`src/gasp_pkg.sv`:
```
`timescale 1ns / 1ps

package gasp_pkg;

    localparam int MAX_PAGES = 8;
    localparam int PG_W      = (MAX_PAGES > 1) ? $clog2(MAX_PAGES) : 1;
    localparam int CNT_W     = $clog2(MAX_PAGES + 1);
    localparam int DIM_W     = 13;
    localparam int GLY_W     = 11;
    localparam int PAD_W     = 6;
    localparam int SUM_W     = 15;

    localparam logic [DIM_W-1:0] WIDTH_RESET  = 13'd1024;
    localparam logic [DIM_W-1:0] HEIGHT_RESET = 13'd1024;
    localparam logic [PAD_W-1:0] PAD_RESET    = 6'd4;

    typedef enum logic [1:0] {
        REG_ATLAS_WIDTH  = 2'd0,
        REG_ATLAS_HEIGHT = 2'd1,
        REG_PAD_BORDER   = 2'd2
    } t_reg_idx;

    typedef enum logic [2:0] {
        ST_PLACED_OPEN = 3'd0,
        ST_PLACED_NEW  = 3'd1,
        ST_TOO_LARGE   = 3'd2,
        ST_PAGES_FULL  = 3'd3,
        ST_CLEARED     = 3'd4
    } t_status;

    typedef enum logic [2:0] {
        S_IDLE,
        S_PADW,
        S_PADH,
        S_FITX,
        S_WRAP,
        S_FITY,
        S_COMMIT,
        S_NEW
    } t_state;

    typedef struct packed {
        logic             cmd;
        logic [GLY_W-1:0] glyph_width;
        logic [GLY_W-1:0] glyph_height;
    } t_in_req;

    typedef struct packed {
        logic [2:0]  status;
        logic [2:0]  page_index;
        logic [11:0] place_x;
        logic [11:0] place_y;
    } t_out_res;

    typedef struct packed {
        logic [SUM_W-2:0] a;
        logic [SUM_W-2:0] b;
        logic [DIM_W-1:0] limit;
    } t_alu_req;

    typedef struct packed {
        logic [SUM_W-1:0] sum;
        logic             over;
    } t_alu_res;

    typedef struct packed {
        logic [DIM_W-1:0] cx;
        logic [DIM_W-1:0] cy;
        logic [DIM_W-1:0] tall;
    } t_pg_entry;

    typedef struct packed {
        logic            en;
        logic [PG_W-1:0] idx;
        t_pg_entry       data;
    } t_pg_wr;

    typedef struct packed {
        logic [DIM_W-1:0] atlas_width;
        logic [DIM_W-1:0] atlas_height;
        logic [PAD_W-1:0] pad_border;
    } t_cfg;

endpackage

```
`src/glyph_atlas_shelf_packer_unit.sv`:
```
// sequence: a clear is answered from idle; other requests pad width, then height (too
// large ends here), then walk open pages first fit (width check, row wrap if needed,
// height check) and end in a commit to an open page, a new page or pages full
// throughput: one request at a time, bounded by the shared adder/compare unit, the page
// walk and a stalled result output; reset: synchronous active low; clears sequencer,
// page count and result valid and restores the atlas registers to their reset values
`timescale 1ns / 1ps

module glyph_atlas_shelf_packer_unit
    import gasp_pkg::*;
(
    input  logic             i_clk,
    input  logic             i_rst_n,
    input  logic             i_in_valid,
    output logic             o_in_stall,
    input  t_in_req          i_in_data,
    output logic             o_out_valid,
    input  logic             i_out_stall,
    output t_out_res         o_out_data,
    input  logic             i_cfg_we,
    input  logic [1:0]       i_cfg_index,
    input  logic [DIM_W-1:0] i_cfg_data
);

    t_cfg     r_cfg;
    logic     r_out_valid;
    t_out_res r_out_data;
    logic     busy;
    logic     res_valid;
    logic     res_take;
    t_out_res res;

    always_ff @(posedge i_clk) begin
        if (!i_rst_n) begin
            r_cfg.atlas_width  <= WIDTH_RESET;
            r_cfg.atlas_height <= HEIGHT_RESET;
            r_cfg.pad_border   <= PAD_RESET;
        end else if (i_cfg_we) begin
            case (i_cfg_index)
                REG_ATLAS_WIDTH:  r_cfg.atlas_width  <= i_cfg_data;
                REG_ATLAS_HEIGHT: r_cfg.atlas_height <= i_cfg_data;
                REG_PAD_BORDER:   r_cfg.pad_border   <= i_cfg_data[PAD_W-1:0];
                default: begin
                end
            endcase
        end
    end

    assign res_take = !r_out_valid || !i_out_stall;

    gasp_seq u_seq (
        .i_clk       (i_clk),
        .i_rst_n     (i_rst_n),
        .i_cfg       (r_cfg),
        .i_req_valid (i_in_valid),
        .i_req       (i_in_data),
        .o_busy      (busy),
        .o_res_valid (res_valid),
        .o_res       (res),
        .i_res_take  (res_take)
    );

    // output register parts the sequencer from the result side
    always_ff @(posedge i_clk) begin
        if (!i_rst_n) begin
            r_out_valid <= 1'b0;
        end else if (res_take) begin
            r_out_valid <= res_valid;
        end
    end

    always_ff @(posedge i_clk) begin
        if (res_take && res_valid) begin
            r_out_data <= res;
        end
    end

    assign o_in_stall  = busy;
    assign o_out_valid = r_out_valid;
    assign o_out_data  = r_out_data;

endmodule

```
`src/gasp_alu.sv`:
```
`timescale 1ns / 1ps

module gasp_alu
    import gasp_pkg::*;
(
    input  t_alu_req i_req,
    output t_alu_res o_res
);

    logic [SUM_W-1:0] sum;

    assign sum        = {1'b0, i_req.a} + {1'b0, i_req.b};
    assign o_res.sum  = sum;
    assign o_res.over = sum > {{(SUM_W-DIM_W){1'b0}}, i_req.limit};

endmodule

```
`src/gasp_page_store.sv`:
```
`timescale 1ns / 1ps

module gasp_page_store
    import gasp_pkg::*;
(
    input  logic            i_clk,
    input  t_pg_wr          i_wr,
    input  logic [PG_W-1:0] i_rd_idx,
    output t_pg_entry       o_rd
);

    t_pg_entry r_pages [MAX_PAGES];
    t_pg_entry r_rd;

    always_ff @(posedge i_clk) begin
        if (i_wr.en) begin
            r_pages[i_wr.idx] <= i_wr.data;
        end
    end

    always_ff @(posedge i_clk) begin
        r_rd <= r_pages[i_rd_idx];
    end

    assign o_rd = r_rd;

endmodule

```
`src/gasp_seq.sv`:
```
`timescale 1ns / 1ps

module gasp_seq
    import gasp_pkg::*;
(
    input  logic     i_clk,
    input  logic     i_rst_n,
    input  t_cfg     i_cfg,
    input  logic     i_req_valid,
    input  t_in_req  i_req,
    output logic     o_busy,
    output logic     o_res_valid,
    output t_out_res o_res,
    input  logic     i_res_take
);

    t_state           r_state, n_state;
    logic             r_done, n_done;
    logic [GLY_W-1:0] r_gw, n_gw;
    logic [GLY_W-1:0] r_gh, n_gh;
    logic [DIM_W-1:0] r_w, n_w;
    logic [DIM_W-1:0] r_h, n_h;
    logic             r_big, n_big;
    logic             r_wrap, n_wrap;
    logic [PG_W-1:0]  r_idx, n_idx;
    logic [CNT_W-1:0] r_pages, n_pages;
    logic [DIM_W-1:0] r_cx, n_cx;
    logic [SUM_W-2:0] r_cy, n_cy;
    t_status          r_status, n_status;
    logic [PG_W-1:0]  r_pg, n_pg;
    logic [DIM_W-1:0] r_px, n_px;
    logic [DIM_W-1:0] r_py, n_py;

    t_alu_req         alu_req;
    t_alu_res         alu_res;
    t_pg_wr           pg_wr;
    t_pg_entry        pg_rd;
    logic [SUM_W-2:0] pad2;
    logic [CNT_W-1:0] idx_next;
    logic [DIM_W-1:0] tall_base;

    gasp_alu u_alu (
        .i_req (alu_req),
        .o_res (alu_res)
    );

    gasp_page_store u_store (
        .i_clk    (i_clk),
        .i_wr     (pg_wr),
        .i_rd_idx (n_idx),
        .o_rd     (pg_rd)
    );

    assign pad2     = {{(SUM_W-PAD_W-2){1'b0}}, i_cfg.pad_border, 1'b0};
    assign idx_next = CNT_W'({{(CNT_W-PG_W){1'b0}}, r_idx} + 1'b1);
    assign tall_base = (r_wrap && (pg_rd.cx != '0)) ? '0 : pg_rd.tall;

    always_ff @(posedge i_clk) begin
        if (!i_rst_n) begin
            r_state <= S_IDLE;
            r_done  <= 1'b0;
            r_pages <= '0;
        end else begin
            r_state <= n_state;
            r_done  <= n_done;
            r_pages <= n_pages;
        end
    end

    always_ff @(posedge i_clk) begin
        r_gw     <= n_gw;
        r_gh     <= n_gh;
        r_w      <= n_w;
        r_h      <= n_h;
        r_big    <= n_big;
        r_wrap   <= n_wrap;
        r_idx    <= n_idx;
        r_cx     <= n_cx;
        r_cy     <= n_cy;
        r_status <= n_status;
        r_pg     <= n_pg;
        r_px     <= n_px;
        r_py     <= n_py;
    end

    always_comb begin
        n_state  = r_state;
        n_done   = r_done;
        n_gw     = r_gw;
        n_gh     = r_gh;
        n_w      = r_w;
        n_h      = r_h;
        n_big    = r_big;
        n_wrap   = r_wrap;
        n_idx    = r_idx;
        n_pages  = r_pages;
        n_cx     = r_cx;
        n_cy     = r_cy;
        n_status = r_status;
        n_pg     = r_pg;
        n_px     = r_px;
        n_py     = r_py;
        alu_req  = '0;
        pg_wr    = '0;

        case (r_state)
            S_IDLE: begin
                if (r_done) begin
                    if (i_res_take) begin
                        n_done = 1'b0;
                    end
                end else if (i_req_valid) begin
                    n_gw = i_req.glyph_width;
                    n_gh = i_req.glyph_height;
                    if (i_req.cmd) begin
                        n_pages  = '0;
                        n_status = ST_CLEARED;
                        n_pg     = '0;
                        n_px     = '0;
                        n_py     = '0;
                        n_done   = 1'b1;
                    end else begin
                        n_state = S_PADW;
                    end
                end
            end
            S_PADW: begin
                alu_req.a     = {{(SUM_W-1-GLY_W){1'b0}}, r_gw};
                alu_req.b     = pad2;
                alu_req.limit = i_cfg.atlas_width;
                n_w           = alu_res.sum[DIM_W-1:0];
                n_big         = alu_res.over;
                n_state       = S_PADH;
            end
            S_PADH: begin
                alu_req.a     = {{(SUM_W-1-GLY_W){1'b0}}, r_gh};
                alu_req.b     = pad2;
                alu_req.limit = i_cfg.atlas_height;
                n_h           = alu_res.sum[DIM_W-1:0];
                n_idx         = '0;
                if (r_big || alu_res.over) begin
                    n_status = ST_TOO_LARGE;
                    n_pg     = '0;
                    n_px     = '0;
                    n_py     = '0;
                    n_done   = 1'b1;
                    n_state  = S_IDLE;
                end else if (r_pages == '0) begin
                    n_state = S_NEW;
                end else begin
                    n_state = S_FITX;
                end
            end
            S_FITX: begin
                alu_req.a     = {{(SUM_W-1-DIM_W){1'b0}}, pg_rd.cx};
                alu_req.b     = {{(SUM_W-1-DIM_W){1'b0}}, r_w};
                alu_req.limit = i_cfg.atlas_width;
                n_wrap        = alu_res.over;
                n_cx          = alu_res.over ? '0 : pg_rd.cx;
                n_cy          = {{(SUM_W-1-DIM_W){1'b0}}, pg_rd.cy};
                n_state       = alu_res.over ? S_WRAP : S_FITY;
            end
            S_WRAP: begin
                alu_req.a     = r_cy;
                alu_req.b     = {{(SUM_W-1-DIM_W){1'b0}}, pg_rd.tall};
                alu_req.limit = i_cfg.atlas_height;
                n_cy          = alu_res.sum[SUM_W-2:0];
                n_state       = S_FITY;
            end
            S_FITY: begin
                alu_req.a     = r_cy;
                alu_req.b     = {{(SUM_W-1-DIM_W){1'b0}}, r_h};
                alu_req.limit = i_cfg.atlas_height;
                if (!alu_res.over) begin
                    n_state = S_COMMIT;
                end else if (idx_next != r_pages) begin
                    n_idx   = idx_next[PG_W-1:0];
                    n_state = S_FITX;
                end else if (r_pages < CNT_W'(MAX_PAGES)) begin
                    n_state = S_NEW;
                end else begin
                    n_status = ST_PAGES_FULL;
                    n_pg     = '0;
                    n_px     = '0;
                    n_py     = '0;
                    n_done   = 1'b1;
                    n_state  = S_IDLE;
                end
            end
            S_COMMIT: begin
                alu_req.a      = {{(SUM_W-1-DIM_W){1'b0}}, r_cx};
                alu_req.b      = {{(SUM_W-1-DIM_W){1'b0}}, r_w};
                alu_req.limit  = i_cfg.atlas_width;
                pg_wr.en       = 1'b1;
                pg_wr.idx      = r_idx;
                pg_wr.data.cx  = alu_res.sum[DIM_W-1:0];
                pg_wr.data.cy  = r_cy[DIM_W-1:0];
                pg_wr.data.tall = (r_h > tall_base) ? r_h : tall_base;
                n_status       = ST_PLACED_OPEN;
                n_pg           = r_idx;
                n_px           = r_cx;
                n_py           = r_cy[DIM_W-1:0];
                n_done         = 1'b1;
                n_state        = S_IDLE;
            end
            S_NEW: begin
                pg_wr.en        = 1'b1;
                pg_wr.idx       = r_pages[PG_W-1:0];
                pg_wr.data.cx   = r_w;
                pg_wr.data.cy   = '0;
                pg_wr.data.tall = r_h;
                n_pages         = CNT_W'(r_pages + 1'b1);
                n_status        = ST_PLACED_NEW;
                n_pg            = r_pages[PG_W-1:0];
                n_px            = '0;
                n_py            = '0;
                n_done          = 1'b1;
                n_state         = S_IDLE;
            end
            default: begin
                n_state = S_IDLE;
            end
        endcase
    end

    assign o_busy           = (r_state != S_IDLE) || r_done;
    assign o_res_valid      = r_done;
    assign o_res.status     = r_status;
    assign o_res.page_index = 3'(r_pg);
    assign o_res.place_x    = r_px[11:0];
    assign o_res.place_y    = r_py[11:0];

endmodule

```
`config.mk`:
```
export PLATFORM = sky130hd
export DESIGN_NAME = glyph_atlas_shelf_packer_unit
export DESIGN_NICKNAME = d
export VERILOG_FILES = /design/src/gasp_pkg.sv /design/src/glyph_atlas_shelf_packer_unit.sv /design/src/gasp_alu.sv /design/src/gasp_page_store.sv /design/src/gasp_seq.sv
export SDC_FILE = /design/constraint.sdc
export NUM_CORES = 1
export LEC_CHECK = 0
export BUFFER_PORTS_ARGS = -buffer_cell sky130_fd_sc_hd__buf_2
export CORE_ASPECT_RATIO = 0.6
export CORE_MARGIN = 2
export CORE_UTILIZATION = 40
export DETAILED_ROUTE_END_ITERATION = 7
export SYNTH_ARGS = -nofsm -noshare
export SYNTH_HDL_FRONTEND = slang
export SYNTH_SLANG_ARGS = --single-unit
```
`constraint.sdc`:
```
create_clock -name i_clk -period 9.35 [get_ports i_clk]
set_input_delay 0.4675 -clock i_clk [delete_from_list [all_inputs] [get_ports i_clk]]
set_output_delay 0.4675 -clock i_clk [all_outputs]
set_load 0.02 [all_outputs]
```
==> summary by stage, run 1 <==
Power and ir drop
For this design the ratio of total power to cell area is 287 nW/um2. The maximum vdd drop is approximately 0.21 mV. For this design the static power due to leakage is 8.29 nW.

Clocking
The post-CTS setup repair buffer count is 0. The clock passes through at most 3 buffers. Clock-pin slew was measured on the worst setup and hold paths at around 0.07 ns. The number of H-tree branching levels is 2.

In this run, CTS created clock tree buffers numbering between 40 and 50. The number of hold buffers added after CTS is 0. The clock drives around 530 sinks. Gates resized during post-CTS repair numbered 0. For the worst-skew pair, the clock arrives at the later sink with an insertion delay of just under 0.6 ns.

The TritonCTS clock tree is yes. The cell sitting at the root of the clock tree is a sky130_fd_sc_hd__clkbuf_16.

Timing
The final max-slew violation count is 0. The hold violation count in the final report was 0. After layout, the worst path uses 81.0% of the clock period.

The timing-limited maximum frequency is 132 MHz. The sum of negative setup slack is 0 ns. In this run the tightest slew margin relative to its limit is 13.1%. Setup repair after global routing left no endpoint under its margin. The worst path needs about 7.6 ns of the cycle, external delays included. The slew at the pin closest to its max-slew limit is 1.29 ns. The setup violation total in the final timing report is 0. For the final database, setup skew stands at around 0.013 ns.

Route
The overall routed net length is ~64000 um. The vias after detailed routing is ~15000. In the routed design, unresolved DRC markers number 0.

After detailed routing, the average wire length per cell comes to 24.9 um. The count of nets left with antenna violations once routing finished came out at 0. Using the TritonRoute via totals, the vias-per-cell ratio works out to 5.98. The first-pass iteration count of the detailed router is 5.

After the first detailed-routing iteration, the DRC count stood at just under 2000.

Synth
The leading cell type by number of instances after synthesis is sky130_fd_sc_hd__edfxtp_1. When the netlist entered floorplanning its net count stood at between 1500 and 2000. The proportion of netlist area held by the largest area contributor is roughly 60%.

The number of distinct standard cells referenced by the synthesized netlist is 75. The number of enable flip-flop cells after synthesis is roughly 450. Sequential elements use 65.8% of the synthesized area. The leading area contributor after synthesis is sky130_fd_sc_hd__edfxtp_1. The gate count after technology mapping is 1756. The Yosys step of the flow raised 0 warnings.

The synthesized cell area is between 20000 and 25000 um2. After synthesis, the cell types taking the most area are sky130_fd_sc_hd__edfxtp_1, sky130_fd_sc_hd__dfxtp_1, sky130_fd_sc_hd__o21ai_0. The most used flip-flop cell after synthesis is sky130_fd_sc_hd__edfxtp_1. The fraction of synthesis flops using an asynchronous set or reset pin is 0%. A synthesized cell averages ~13 um2. After synthesis the netlist holds a flip-flop and latch count of 532. In the synthesized netlist, the cells that appear most often are sky130_fd_sc_hd__edfxtp_1, sky130_fd_sc_hd__o21ai_0, sky130_fd_sc_hd__nand2_1.

Setup path
The worst register-to-register path begins at u_seq.r_state[2]. The path type of the worst setup path is flop to flop. Data on the critical path is required at its endpoint by ~9.8 ns. The launching element type of the critical path is a flop. The source of the critical timing path is u_seq.r_state[2].

The data arrival time of the critical path is between 8 and 9 ns. The highest net fanout along the worst path is 26. The worst setup path is captured at a flop.

Floorplanning
Measured along the y axis, the die boundary spans roughly 190 um. The starting utilization of the core area is ~40%. The number of primary I/O pins is 75. The cell row count is 68. In this run the horizontal extent of the chip is between 300 and 400 um.

The area of the core is about 57000 um2. The total die area is 59500 um2.

Layout
For this run, the post-layout net count is 1858. The number of antenna repair diodes is 0. The filler cells instantiated in the layout total about 5200.

The area growth from synthesis to layout is 11.7%. The fraction of layout cells with a size suffix above 1 is a little over an eighth. The number of cells in the finished layout apart from fillers is between 2000 and 3000.

Placement
The number of input and output port buffers inserted is 74. Counting tap cells, the placed design contains a total of ~2500 instances. The last weighted congestion value of the routability-driven placer is between 0.9 and 1. After legalization and detailed placement, the total HPWL measured approximately 40000 um.

Global routing
The via count of the first global-routing pass was about 15000. The pin count of the biggest net entering global routing is around 160. The global-route congestion overflow total is 0. Across every metal layer, demand over resource in global routing totals 21.3%. The first global-routing pass estimated 95600 um of wire. The number of antenna violations at the first check in global routing is 1.

Min path
The critical hold path startpoint is i_in_data[12]. The min-delay analysis places its worst path in the category primary input to flop.

Status
The run finished with clean final reports.

Flow run
Max-cap violations in this run came to 0.
==> critical path: stages (launching register included) <==
cell                       delay (ns)
sky130_fd_sc_hd__dfxtp_1         0.57
sky130_fd_sc_hd__buf_4           0.34
sky130_fd_sc_hd__nand2b_1        0.22
sky130_fd_sc_hd__nor2_2          0.14
sky130_fd_sc_hd__a221o_1         0.34
sky130_fd_sc_hd__a221oi_1        0.36
sky130_fd_sc_hd__inv_1           0.09
sky130_fd_sc_hd__ha_1            0.30
sky130_fd_sc_hd__a21oi_1         0.23
sky130_fd_sc_hd__o21ai_0         0.17
sky130_fd_sc_hd__o21a_1          0.19
sky130_fd_sc_hd__nor2_1          0.19
sky130_fd_sc_hd__o21bai_1        0.14
sky130_fd_sc_hd__a21oi_1         0.20
sky130_fd_sc_hd__xnor2_1         0.33
sky130_fd_sc_hd__ha_1            0.37
sky130_fd_sc_hd__o21ai_0         0.09
sky130_fd_sc_hd__nor3_1          0.07
sky130_fd_sc_hd__a21oi_1         0.17
sky130_fd_sc_hd__maj3_2          0.22
sky130_fd_sc_hd__o221ai_2        0.13
sky130_fd_sc_hd__a311oi_4        0.67
sky130_fd_sc_hd__inv_2           0.23
sky130_fd_sc_hd__a21oi_1         0.21
sky130_fd_sc_hd__a31oi_1         0.08
sky130_fd_sc_hd__inv_2           0.73
sky130_fd_sc_hd__buf_4           0.30
sky130_fd_sc_hd__mux2i_1         0.34
==> layer usage <==
metal	share of wire (%)	wire length (um)	GRT usage, %	up-vias
met5	0.20	132	1.46	-
met4	1.2	751	3.64	4
met3	9.4	6070	5.48	59
met2	41	26200	29.0	631
met1	49	31300	33.9	7854
li1	-	-	-	6908
==> logic make-up after synthesis <==
family	synth area share (%)
AOI/OAI and AO/OA	17.1
DFF	65.8
and+or+nand+nor	8.28
buffers and inverters	3.27
muxes	2.63
adders and majority gates	2.26
xor gates and xnor gates	0.593
==> cells in the final DEF (no fill, tap or decap), types with 27 or more instances in the layout <==
cell type | Yosys | final
sky130_fd_sc_hd__edfxtp_1 | 449 | 449
sky130_fd_sc_hd__o21ai_0 | 174 | 173
sky130_fd_sc_hd__dfxtp_1 | 83 | 83
sky130_fd_sc_hd__buf_2 | 54 | 74
sky130_fd_sc_hd__buf_4 | 6 | 35
sky130_fd_sc_hd__mux2i_1 | 48 | 48
sky130_fd_sc_hd__clkbuf_16 | 0 | 49
sky130_fd_sc_hd__a22oi_1 | 27 | 27
sky130_fd_sc_hd__and2_1 | 53 | 53
sky130_fd_sc_hd__nand2_1 | 147 | 147
sky130_fd_sc_hd__ha_1 | 39 | 39
sky130_fd_sc_hd__a311oi_1 | 78 | 78
sky130_fd_sc_hd__a21boi_0 | 37 | 37
sky130_fd_sc_hd__a32o_1 | 79 | 79
sky130_fd_sc_hd__nand3_1 | 86 | 86
sky130_fd_sc_hd__o21ai_1 | 40 | 41
==> where the power goes <==
group / switching [mW] / internal [mW]
sequential: 0.262 / 3.03
combinational: 1.46 / 0.664
clock: 0.872 / 1.08
==> registers in the layout, summed over array words and instances, names as in the netlist <==
name                   cells
u_seq.u_store.r_pages    312
u_seq.u_store.o_rd        39
r_cfg                     32
o_out_data                30
u_seq.r_cy                14
u_seq.r_cx                13
u_seq.r_h                 13
u_seq.r_w                 13
u_seq.r_px                12
u_seq.r_py                12
u_seq.r_gh                11
u_seq.r_gw                11
u_seq.r_pages              4
u_seq.r_idx                3
u_seq.r_pg                 3
u_seq.r_state              3
u_seq.r_status             3
o_out_valid                1
u_seq.o_res_valid          1
u_seq.r_big                1
u_seq.r_wrap               1
==> path summary, 6_finish.rpt <==
kind | end | slack [ns] | depth (start not counted)
hold reg to reg | o_out_data[19] | 0.42 | 0
setup / recovery | u_seq.u_store.o_rd[24] | 1.78 | 27
setup reg to reg | u_seq.u_store.o_rd[24] | 1.78 | 27
hold / removal | u_seq.r_gw[1] | 0.06 | 1
==> per-stage QoR <==
step / hold WS (ns) / utilization [%] / total power, mW / setup WS [ns] / cell area, um2
2_1_floorplan: 0.400 / - / 4.58 / 1.81 / 23000
3_3_place_gp: 0.402 / 42.3 / 5.37 / 1.89 / 24200
3_5_place_dp: 0.405 / 42.3 / 5.39 / 1.83 / 24200
4_1_cts: 0.0348 / 44.9 / 7.34 / 1.79 / 25700
5_1_grt: 0.0347 / 44.9 / 7.67 / 1.24 / 25700
6_report: 0.0590 / 44.9 / 7.37 / 1.78 / 25700
==> layout make-up <==
| type | count | area (um2) | area share (%) |
|---|---|---|---|
| sequential | 532 | 15100 | 58.9 |
| multi-input combinational | 1052 | 7240 | 28.2 |
| clock buffer | 62 | 1320 | 5.12 |
| tap | 770 | 963 | 3.75 |
| timing repair buffer | 113 | 713 | 2.78 |
| clock inverter | 24 | 210 | 0.818 |
| inverter | 30 | 113 | 0.438 |
Power figures use the tool's default switching activity.
==> run 2: changes to the inputs <==
--- a/config.mk
+++ b/config.mk
@@ -5,6 +5,7 @@
 export SDC_FILE = /design/constraint.sdc
 export NUM_CORES = 1
 export LEC_CHECK = 0
+export ABC_AREA = 1
 export BUFFER_PORTS_ARGS = -buffer_cell sky130_fd_sc_hd__buf_2
 export CORE_ASPECT_RATIO = 0.6
 export CORE_MARGIN = 2
==> constraint.sdc (replaced) <==
create_clock -name i_clk -period 7.65 [get_ports i_clk]
set_input_delay 0.3825 -clock i_clk [delete_from_list [all_inputs] [get_ports i_clk]]
set_output_delay 0.3825 -clock i_clk [all_outputs]
set_load 0.02 [all_outputs]
==> summary by stage, run 2 <==
Flow run
The number of max-cap violations came to 0 (unchanged).

Setup path
The signal on the critical path passes through inv_1 > nand3_1 > inv_1 > buf_4 > a22oi_1 > nand3_1 > ha_1 > a21oi_1 > o21ai_0 > nor2_1 > o21bai_1 > xor2_1 > ha_1 > nand3_2 > nor2_4 > nand3_1 > nand3_2 > nand4_4 > buf_12 > nand3_1 > nand3_1 > nand3_1 > nand2_1. The length in cells of the worst reg-to-reg path was 23 (was 27). The largest delay contributor family on the critical path was simple AND/OR/NAND/NOR gates (was compound AO/OA/AOI/OAI gates).

The critical path's slowest cell is sky130_fd_sc_hd__nand4_4 (was sky130_fd_sc_hd__inv_2). The cell seen most often among critical-path stages is sky130_fd_sc_hd__nand3_1 (was sky130_fd_sc_hd__a21oi_1). The launch instance of the worst register-to-register path was u_seq.r_state[2] (unchanged). The stage delay of the slowest cell on the critical path is 0.77 ns (was 0.73 ns). The minimum setup slack among reg-to-reg paths came to 0.73 ns (was 1.78 ns). The source of the critical timing path is u_seq.r_state[2] (unchanged). The highest net fanout along the worst path is 69 (was 26). The data arrival time of the critical path came to 7.40 ns (was 8.03 ns). The launching element type of the critical path is a flop (unchanged). The type of destination of the critical path is a flop (unchanged). The capture point of the worst reg-to-reg path is u_seq.u_store.o_rd[10] (was u_seq.u_store.o_rd[24]). The worst path buffer plus inverter count is 4 (was 5). The path type of the worst setup path is flop to flop (unchanged). The worst endpoint required time is 8.13 ns (was 9.81 ns).

Min path
The worst min-delay path category is primary input to flop (unchanged). The count of cells along the worst hold path is 3 (was 1). The critical hold path startpoint is i_cfg_data[2] (was i_in_data[12]). The endpoint of the worst hold path is r_cfg[2] (was u_seq.r_gw[1]).

Route
The post-route DRC violation count is 0 (unchanged). The count of nets left with antenna violations after detail routing is 0 (unchanged). The routed via count divided by cell count is 5.44 (was 5.98). The first-pass iteration count of the detailed router is 5 (unchanged).

The vias after detailed routing is 16800 (was 15500). The first-iteration detailed-routing DRC count is 2105 (was 1971). The per-cell routed wire length was 21.8 um (was 24.9 um). The overall routed net length was 67100 um (was 64400 um).

Timing
Setup repair after global routing missed its margin: no (unchanged). The setup violation total in the final timing report came to 0 (unchanged). The timing-limited maximum frequency is 145 MHz (was 132 MHz). The slew at the pin closest to its max-slew limit came to 1.20 ns (was 1.29 ns). The remaining max-slew budget at the tightest pin is 19.2% (was 13.1%). The worst setup slack after layout is 0.730 ns (was 1.78 ns).

The final max-slew violation count was 0 (unchanged). The final critical path time including I/O delays and setup is 6.92 ns (was 7.57 ns). The clock tree skew after final layout is 0.0306 ns (was 0.0126 ns). The worst slack on hold paths is 0.0326 ns (was 0.0590 ns). The sum of negative setup slack was 0 ns (unchanged). The portion of the clock cycle consumed by the worst path in the final layout is 90.5% (was 81.0%). The hold violation count in the final report is 0 (unchanged).

Clocking
The CTS buffer count is 47 (was 46). The largest buffer count on any clock path is 3 (unchanged). The number of sinks driven by the clock tree is 532 (unchanged). The clock-pin slew on the worst setup and hold paths is 0.07 ns (about the same). The clock tree root buffer cell is sky130_fd_sc_hd__clkbuf_16 (unchanged). The clock network latency to the later pin of the worst-skew pair is 0.60 ns (was 0.58 ns). The number of H-tree branching levels came to 2 (unchanged). The TritonCTS clock tree is yes (unchanged).

Synth
The fraction of synthesis flops using an asynchronous set or reset pin is 0% (unchanged). The total of flip-flops plus latches after synthesis came to 532 (unchanged). Leading cell types by count after synthesis: sky130_fd_sc_hd__edfxtp_1, sky130_fd_sc_hd__nand2_1, sky130_fd_sc_hd__nand3_1 (was sky130_fd_sc_hd__edfxtp_1, sky130_fd_sc_hd__o21ai_0, sky130_fd_sc_hd__nand2_1). The synthesized cell area was 23300 um2 (was 23000 um2). The sequential-to-total area share from yosys stat is 64.9% (was 65.8%). Cells taking the most area after synthesis: sky130_fd_sc_hd__edfxtp_1, sky130_fd_sc_hd__nand3_1, sky130_fd_sc_hd__dfxtp_1 (was sky130_fd_sc_hd__edfxtp_1, sky130_fd_sc_hd__dfxtp_1, sky130_fd_sc_hd__o21ai_0).

The number of warnings reported in the yosys synthesis log is 0 (unchanged). The number of enable flip-flop cells after synthesis is 449 (unchanged). The proportion of netlist area held by the largest area contributor is 57.8% (was 58.6%).

The mean instance size in the synthesized netlist is 10.6 um2 (was 13.1 um2). The leading cell type by number of instances after synthesis is sky130_fd_sc_hd__edfxtp_1 (unchanged). The leading area contributor after synthesis is sky130_fd_sc_hd__edfxtp_1 (unchanged).

The net count after synthesis is 2292 (was 1839). The most frequently used flop master after synthesis is sky130_fd_sc_hd__edfxtp_1 (unchanged). The gate count after technology mapping came to 2209 (was 1756). The number of distinct standard cells referenced by the synthesized netlist is 47 (was 75).

Global routing
The first-pass GRT wire length came to 100000 um (was 95600 um). The global-route congestion overflow total is 0 (unchanged). The number of antenna violations at the first check in global routing is 4 (was 1). The overall fraction of global-route tracks in use is 22.2% (was 21.3%).

The pin count of the biggest net entering global routing came to 157 (unchanged). The via count of the first global-routing pass is 15800 (was 14500).

Floorplanning
The number of primary I/O pins was 75 (unchanged). The starting utilization of the core area is 40.5% (was 40.2%). The vertical die dimension is 191 um (was 190 um). The total die area came to 60300 um2 (was 59500 um2). The cell row count was 68 (unchanged). The area of the core came to 57600 um2 (was 57200 um2). The horizontal extent of the die is 316 um (was 314 um).

Layout
The layout net count came to 2360 (was 1858). Most used cells in the layout excluding fill and tap cells: sky130_fd_sc_hd__edfxtp_1, sky130_fd_sc_hd__nand2_1, sky130_fd_sc_hd__nand3_1, sky130_fd_sc_hd__inv_1, sky130_fd_sc_hd__nor2_1 (was sky130_fd_sc_hd__edfxtp_1, sky130_fd_sc_hd__o21ai_0, sky130_fd_sc_hd__nand2_1, sky130_fd_sc_hd__nand3_1, sky130_fd_sc_hd__dfxtp_1). The number of flip-flops under the largest register name is 312 (unchanged).

The synthesis-to-finish area growth is 12.6% (was 11.7%). The number of filler cells placed in the layout is 5330 (was 5163). The number of cells in the finished layout apart from fillers is 3085 (was 2583).

The most common cell after layout, fill and taps aside is sky130_fd_sc_hd__edfxtp_1 (unchanged). The largest register by flop count is u_seq.u_store.r_pages (unchanged). The fraction of layout cells with a size suffix above 1 is 9.25% (was 13.1%).

Placement
The number of input and output port buffers inserted was 74 (unchanged). The last weighted congestion value of the routability-driven placer is 0.982 (was 0.975). The worst slack after detailed placement was 1.20 ns (was 1.83 ns). The cell count after placement is 2977 (was 2497). The HPWL reported at the end of detailed placement is 42200 um (was 40300 um).

Status
Result of the run: finished clean (unchanged).

Power and ir drop
The power density over the cells was 325 nW/um2 (was 287 nW/um2). The leakage power came to 10.3 nW (was 8.29 nW). The maximum vdd drop is 0.205 mV (was 0.210 mV).
## run 2: metal layers
metal / routed length (um) / global-route usage [%] / vias to the layer above
met5: 0 / 0.0812 / -
met4: 1260 / 4.98 / 0
met3: 7010 / 6.04 / 92
met2: 27500 / 30.8 / 808
met1: 31400 / 34.1 / 8086
li1: - / - / 7785
## run 2: logic make-up (layout without fill, tap and decap cells)
family                   after synthesis  count (layout)  share of synthesized area, %
buffers and inverters                356             461                          6.18
XOR/XNOR                              11              11                         0.413
AO/OA/AOI/OAI                        193             193                          5.04
other                                  0               1                             0
AND/OR/NAND/NOR                     1076            1076                          21.2
multiplexers                           1               1                        0.0429
adder cells (fa/ha/maj)               40              40                          2.18
flip-flops                           532             532                          64.9
## run 2: worst max-delay path by stage
stage	endpoint	slack (ns)	cells after the start
after floorplan	u_seq.r_pg[0]	1.18	25
after global placement	u_seq.u_store.o_rd[29]	1.21	23
after detailed placement	u_seq.u_store.o_rd[10]	1.20	23
after CTS	u_seq.u_store.o_rd[10]	1.15	23
after global routing	u_seq.u_store.o_rd[22]	0.53	23
final	u_seq.u_store.o_rd[10]	0.73	23
## run 2: power breakdown
group | internal [mW] | leakage, nW | switching (mW)
clock network | 1.23 | 0.700 | 1.06
registers | 3.59 | 4.21 | 0.166
logic | 0.643 | 5.37 | 1.85
total | 5.46 | 10.3 | 3.07
## run 2: through the flow
step / cell area [um2] / power [mW] / util (%)
2_1_floorplan: 23300 / 5.31 / -
3_3_place_gp: 24600 / 6.20 / 42.7
3_5_place_dp: 24600 / 6.23 / 42.7
4_1_cts: 26300 / 8.52 / 45.6
5_1_grt: 26300 / 8.92 / 45.6
6_report: 26300 / 8.54 / 45.6
## run 2: timing repair
item                                   in CTS  in global routing
setup buffers                               0                  0
resized for setup                           0                  0
endpoints found under the hold margin      21                  0
hold buffers                               21                  0
## run 2: layout make-up
class                   count  area, um2  area share (%)
multi-input cells        1321       6850            26.1
clock buffers              71       1320            5.03
inverters                 240        901            3.43
well taps                 770        963            3.67
clock inverters            15        120           0.457
flip-flops and latches    532      15100            57.7
diodes                      1       2.50         0.00953
repair buffers            135        968            3.69
## run 2: tightest hold or removal path, stage by stage
cell	delay [ns]
sky130_fd_sc_hd__buf_2	0.10
sky130_fd_sc_hd__nand2_1	0.05
sky130_fd_sc_hd__nand3_1	0.05
==> run 3: changes to the inputs <==
--- a/config.mk
+++ b/config.mk
@@ -5,7 +5,6 @@
 export SDC_FILE = /design/constraint.sdc
 export NUM_CORES = 1
 export LEC_CHECK = 0
-export ABC_AREA = 1
 export BUFFER_PORTS_ARGS = -buffer_cell sky130_fd_sc_hd__buf_2
 export CORE_ASPECT_RATIO = 0.6
 export CORE_MARGIN = 2
==> summary by stage, run 3 (same netlist as run 1, synthesis figures left out) <==
Status
Result of the run: finished clean (unchanged).

Placement
The number of input and output port buffers inserted is 74 (unchanged). The HPWL reported at the end of detailed placement is 41500 um (was 42200 um). The last weighted congestion value of the routability-driven placer is 0.935 (was 0.982).

Route
The count of nets left with antenna violations after detail routing is 0 (unchanged). The per-cell routed wire length is 24.7 um (was 21.8 um). The first-pass iteration count of the detailed router came to 6 (was 5). The overall routed net length came to 65000 um (was 67100 um). The vias after detailed routing was 15800 (was 16800).

The first-iteration detailed-routing DRC count is 2306 (was 2105). The routed via count divided by cell count came to 6.02 (was 5.44). The post-route DRC violation count is 0 (unchanged).

Power and ir drop
The maximum vdd drop is 0.221 mV (was 0.205 mV). The power density over the cells is 348 nW/um2 (was 325 nW/um2). The leakage power was 8.56 nW (was 10.3 nW). The part of the total power dissipated in sequential elements is 44.0% (about the same).

The internal power is 5.95 mW (was 5.46 mW). The part of the power in the clock network is 26.2% (was 26.9%). The switching power as a share of total power is 35.0% (was 36.0%). The net switching power of the design is 3.20 mW (was 3.07 mW). The overall power is 9.15 mW (was 8.54 mW).

The part of the power in combinational logic is 29.7% (was 29.2%).

Layout
The layout net count came to 1909 (was 2360). Most used cells in the layout excluding fill and tap cells: sky130_fd_sc_hd__edfxtp_1, sky130_fd_sc_hd__o21ai_0, sky130_fd_sc_hd__nand2_1, sky130_fd_sc_hd__nand3_1, sky130_fd_sc_hd__dfxtp_1 (was sky130_fd_sc_hd__edfxtp_1, sky130_fd_sc_hd__nand2_1, sky130_fd_sc_hd__nand3_1, sky130_fd_sc_hd__inv_1, sky130_fd_sc_hd__nor2_1). The synthesis-to-finish area growth is 14.2% (was 12.6%). The most common cell after layout, fill and taps aside was sky130_fd_sc_hd__edfxtp_1 (unchanged).

The largest register by flop count is u_seq.u_store.r_pages (unchanged). The post-route core utilization was 45.9% (was 45.6%). The number of filler cells placed in the layout is 5086 (was 5330). The number of antenna repair diodes is 0 (was 1). The number of flip-flops under the largest register name came to 312 (unchanged). The fraction of layout cells with a size suffix above 1 came to 14.4% (was 9.25%).

Floorplanning
The cell row count is 68 (unchanged). The area of the core was 57200 um2 (was 57600 um2). The total die area was 59500 um2 (was 60300 um2). The horizontal extent of the die is 314 um (was 316 um). The vertical die dimension is 190 um (was 191 um). The number of primary I/O pins is 75 (unchanged). The starting utilization of the core area is 40.2% (was 40.5%).

Global routing
The pin count of the biggest net entering global routing is 79 (was 157). The number of antenna violations at the first check in global routing came to 3 (was 4). The overall fraction of global-route tracks in use was 21.6% (was 22.2%). The via count of the first global-routing pass was 14700 (was 15800). The first-pass GRT wire length is 96700 um (was 100000 um).

The global-route congestion overflow total is 0 (unchanged).

Clocking
The clock network latency to the later pin of the worst-skew pair is 0.59 ns (was 0.60 ns). The clock tree root buffer cell is sky130_fd_sc_hd__clkbuf_16 (unchanged). The TritonCTS clock tree is yes (unchanged). The number of sinks driven by the clock tree is 532 (unchanged). The CTS buffer count was 46 (was 47).

The clock-pin slew on the worst setup and hold paths was 0.07 ns (about the same). The number of H-tree branching levels is 2 (unchanged). The largest buffer count on any clock path is 3 (unchanged).

The number of gates resized after cts is 0 (unchanged). The number of hold buffers added after CTS was 22 (was 21). The post-CTS setup repair buffer count was 0 (unchanged).

Timing
The final critical path time including I/O delays and setup is 6.97 ns (was 6.92 ns). The sum of negative setup slack is 0 ns (unchanged). The portion of the clock cycle consumed by the worst path in the final layout is 91.1% (was 90.5%). The timing-limited maximum frequency is 144 MHz (was 145 MHz).

The worst slack on hold paths is 0.0370 ns (was 0.0326 ns). Setup repair after global routing missed its margin: no (unchanged). The setup violation total in the final timing report is 0 (unchanged). The clock tree skew after final layout is 0.0239 ns (was 0.0306 ns). The hold violation count in the final report was 0 (unchanged). The slew at the pin closest to its max-slew limit is 1.31 ns (was 1.20 ns). The final max-slew violation count is 0 (unchanged).

The remaining max-slew budget at the tightest pin is 11.9% (was 19.2%).

Setup path
The launching element type of the critical path was a flop (unchanged). The worst endpoint required time is 8.10 ns (was 8.13 ns). The path type of the worst setup path was flop to flop (unchanged). The highest net fanout along the worst path is 35 (was 69).

The data arrival time of the critical path is 7.42 ns (was 7.40 ns). The type of destination of the critical path is a flop (unchanged).

Flow run
The number of max-cap violations is 0 (unchanged).

Min path
The worst min-delay path category was primary input to flop (unchanged).
run 3: changes by cell type in the layout (fill, tap and decap cells not counted), moves of 40 or more:
cell and change:
sky130_fd_sc_hd__inv_1 -205, sky130_fd_sc_hd__nor2_1 -103, sky130_fd_sc_hd__nand3b_1 -75, sky130_fd_sc_hd__mux2i_1 +47, sky130_fd_sc_hd__and2_1 +52, sky130_fd_sc_hd__a32o_1 +79, sky130_fd_sc_hd__nand2_1 -287, sky130_fd_sc_hd__a311oi_1 +78
sky130_fd_sc_hd__o21ai_0 +108, sky130_fd_sc_hd__nand3_1 -298, sky130_fd_sc_hd__o21ai_1 +40
run 3: per-layer routing:
layer	track usage [%]	wire (um)
met2	30.1	26900
met4	3.72	990
met1	34.4	30700
met3	4.44	6380
met5	0	0
run 3: layout make-up:
cell class,count,area (um2),share of cell area [%]
Clock inverter,27,283,1.08
Inverter,30,113,0.429
Sequential cell,532,15100,57.7
Multi-Input combinational cell,1052,7240,27.6
Timing Repair Buffer,164,1280,4.86
Tap cell,770,963,3.67
Clock buffer,58,1250,4.75
run 3: power groups by stage:
| stage | Combinational (mW) | Sequential [mW] | Clock, mW |
|---|---|---|---|
| after floorplan | 1.64 | 3.95 | 0 |
| after global placement | 2.60 | 4.07 | 0 |
| after detailed placement | 2.63 | 4.07 | 0 |
| after CTS | 2.65 | 4.01 | 2.44 |
| after global routing | 2.93 | 4.04 | 2.56 |
| final | 2.72 | 4.03 | 2.40 |
run 3: path summary, 6_finish.rpt:
path                    startpoint                     end  slack [ns]  cells past startpoint
setup / recovery  u_seq.r_state[0]  u_seq.u_store.o_rd[14]        0.68                     27
hold / removal      i_cfg_data[10]               r_cfg[29]        0.04                      3
setup reg to reg  u_seq.r_state[0]  u_seq.u_store.o_rd[14]        0.68                     27
hold reg to reg     u_seq.r_px[10]          o_out_data[22]        0.42                      0
run 3: stage by stage:
| step | setup WS, ns | instance area [um2] | cells |
|---|---|---|---|
| floorplan | 0.108 | 23000 | 1756 |
| global placement | 1.04 | 24500 | 2526 |
| detailed placement | 0.956 | 24500 | 2526 |
| CTS | 0.916 | 26300 | 2633 |
| global route | 0.206 | 26300 | 2633 |
| finish | 0.682 | 26300 | 2633 |
run 3: worst max-delay path, cell delays in order, from the launching register on:
cell and delay (ns):
sky130_fd_sc_hd__dfxtp_1 0.33, sky130_fd_sc_hd__buf_4 0.37, sky130_fd_sc_hd__nor2_4 0.15, sky130_fd_sc_hd__nand2_4 0.16, sky130_fd_sc_hd__inv_2 0.16, sky130_fd_sc_hd__a221oi_1 0.50, sky130_fd_sc_hd__inv_1 0.11, sky130_fd_sc_hd__ha_1 0.31
sky130_fd_sc_hd__a21oi_1 0.24, sky130_fd_sc_hd__o21ai_0 0.17, sky130_fd_sc_hd__o21a_1 0.20, sky130_fd_sc_hd__nor2_1 0.16, sky130_fd_sc_hd__o21bai_1 0.10, sky130_fd_sc_hd__a21oi_1 0.19, sky130_fd_sc_hd__xnor2_1 0.32, sky130_fd_sc_hd__ha_1 0.35
sky130_fd_sc_hd__o21ai_0 0.08, sky130_fd_sc_hd__nor3_1 0.08, sky130_fd_sc_hd__a21oi_1 0.19, sky130_fd_sc_hd__maj3_2 0.23, sky130_fd_sc_hd__o221ai_2 0.13, sky130_fd_sc_hd__a311oi_4 0.64, sky130_fd_sc_hd__buf_4 0.29, sky130_fd_sc_hd__o211a_4 0.51
sky130_fd_sc_hd__buf_4 0.25, sky130_fd_sc_hd__o21ai_1 0.07, sky130_fd_sc_hd__a32o_1 0.25, sky130_fd_sc_hd__mux2i_1 0.29
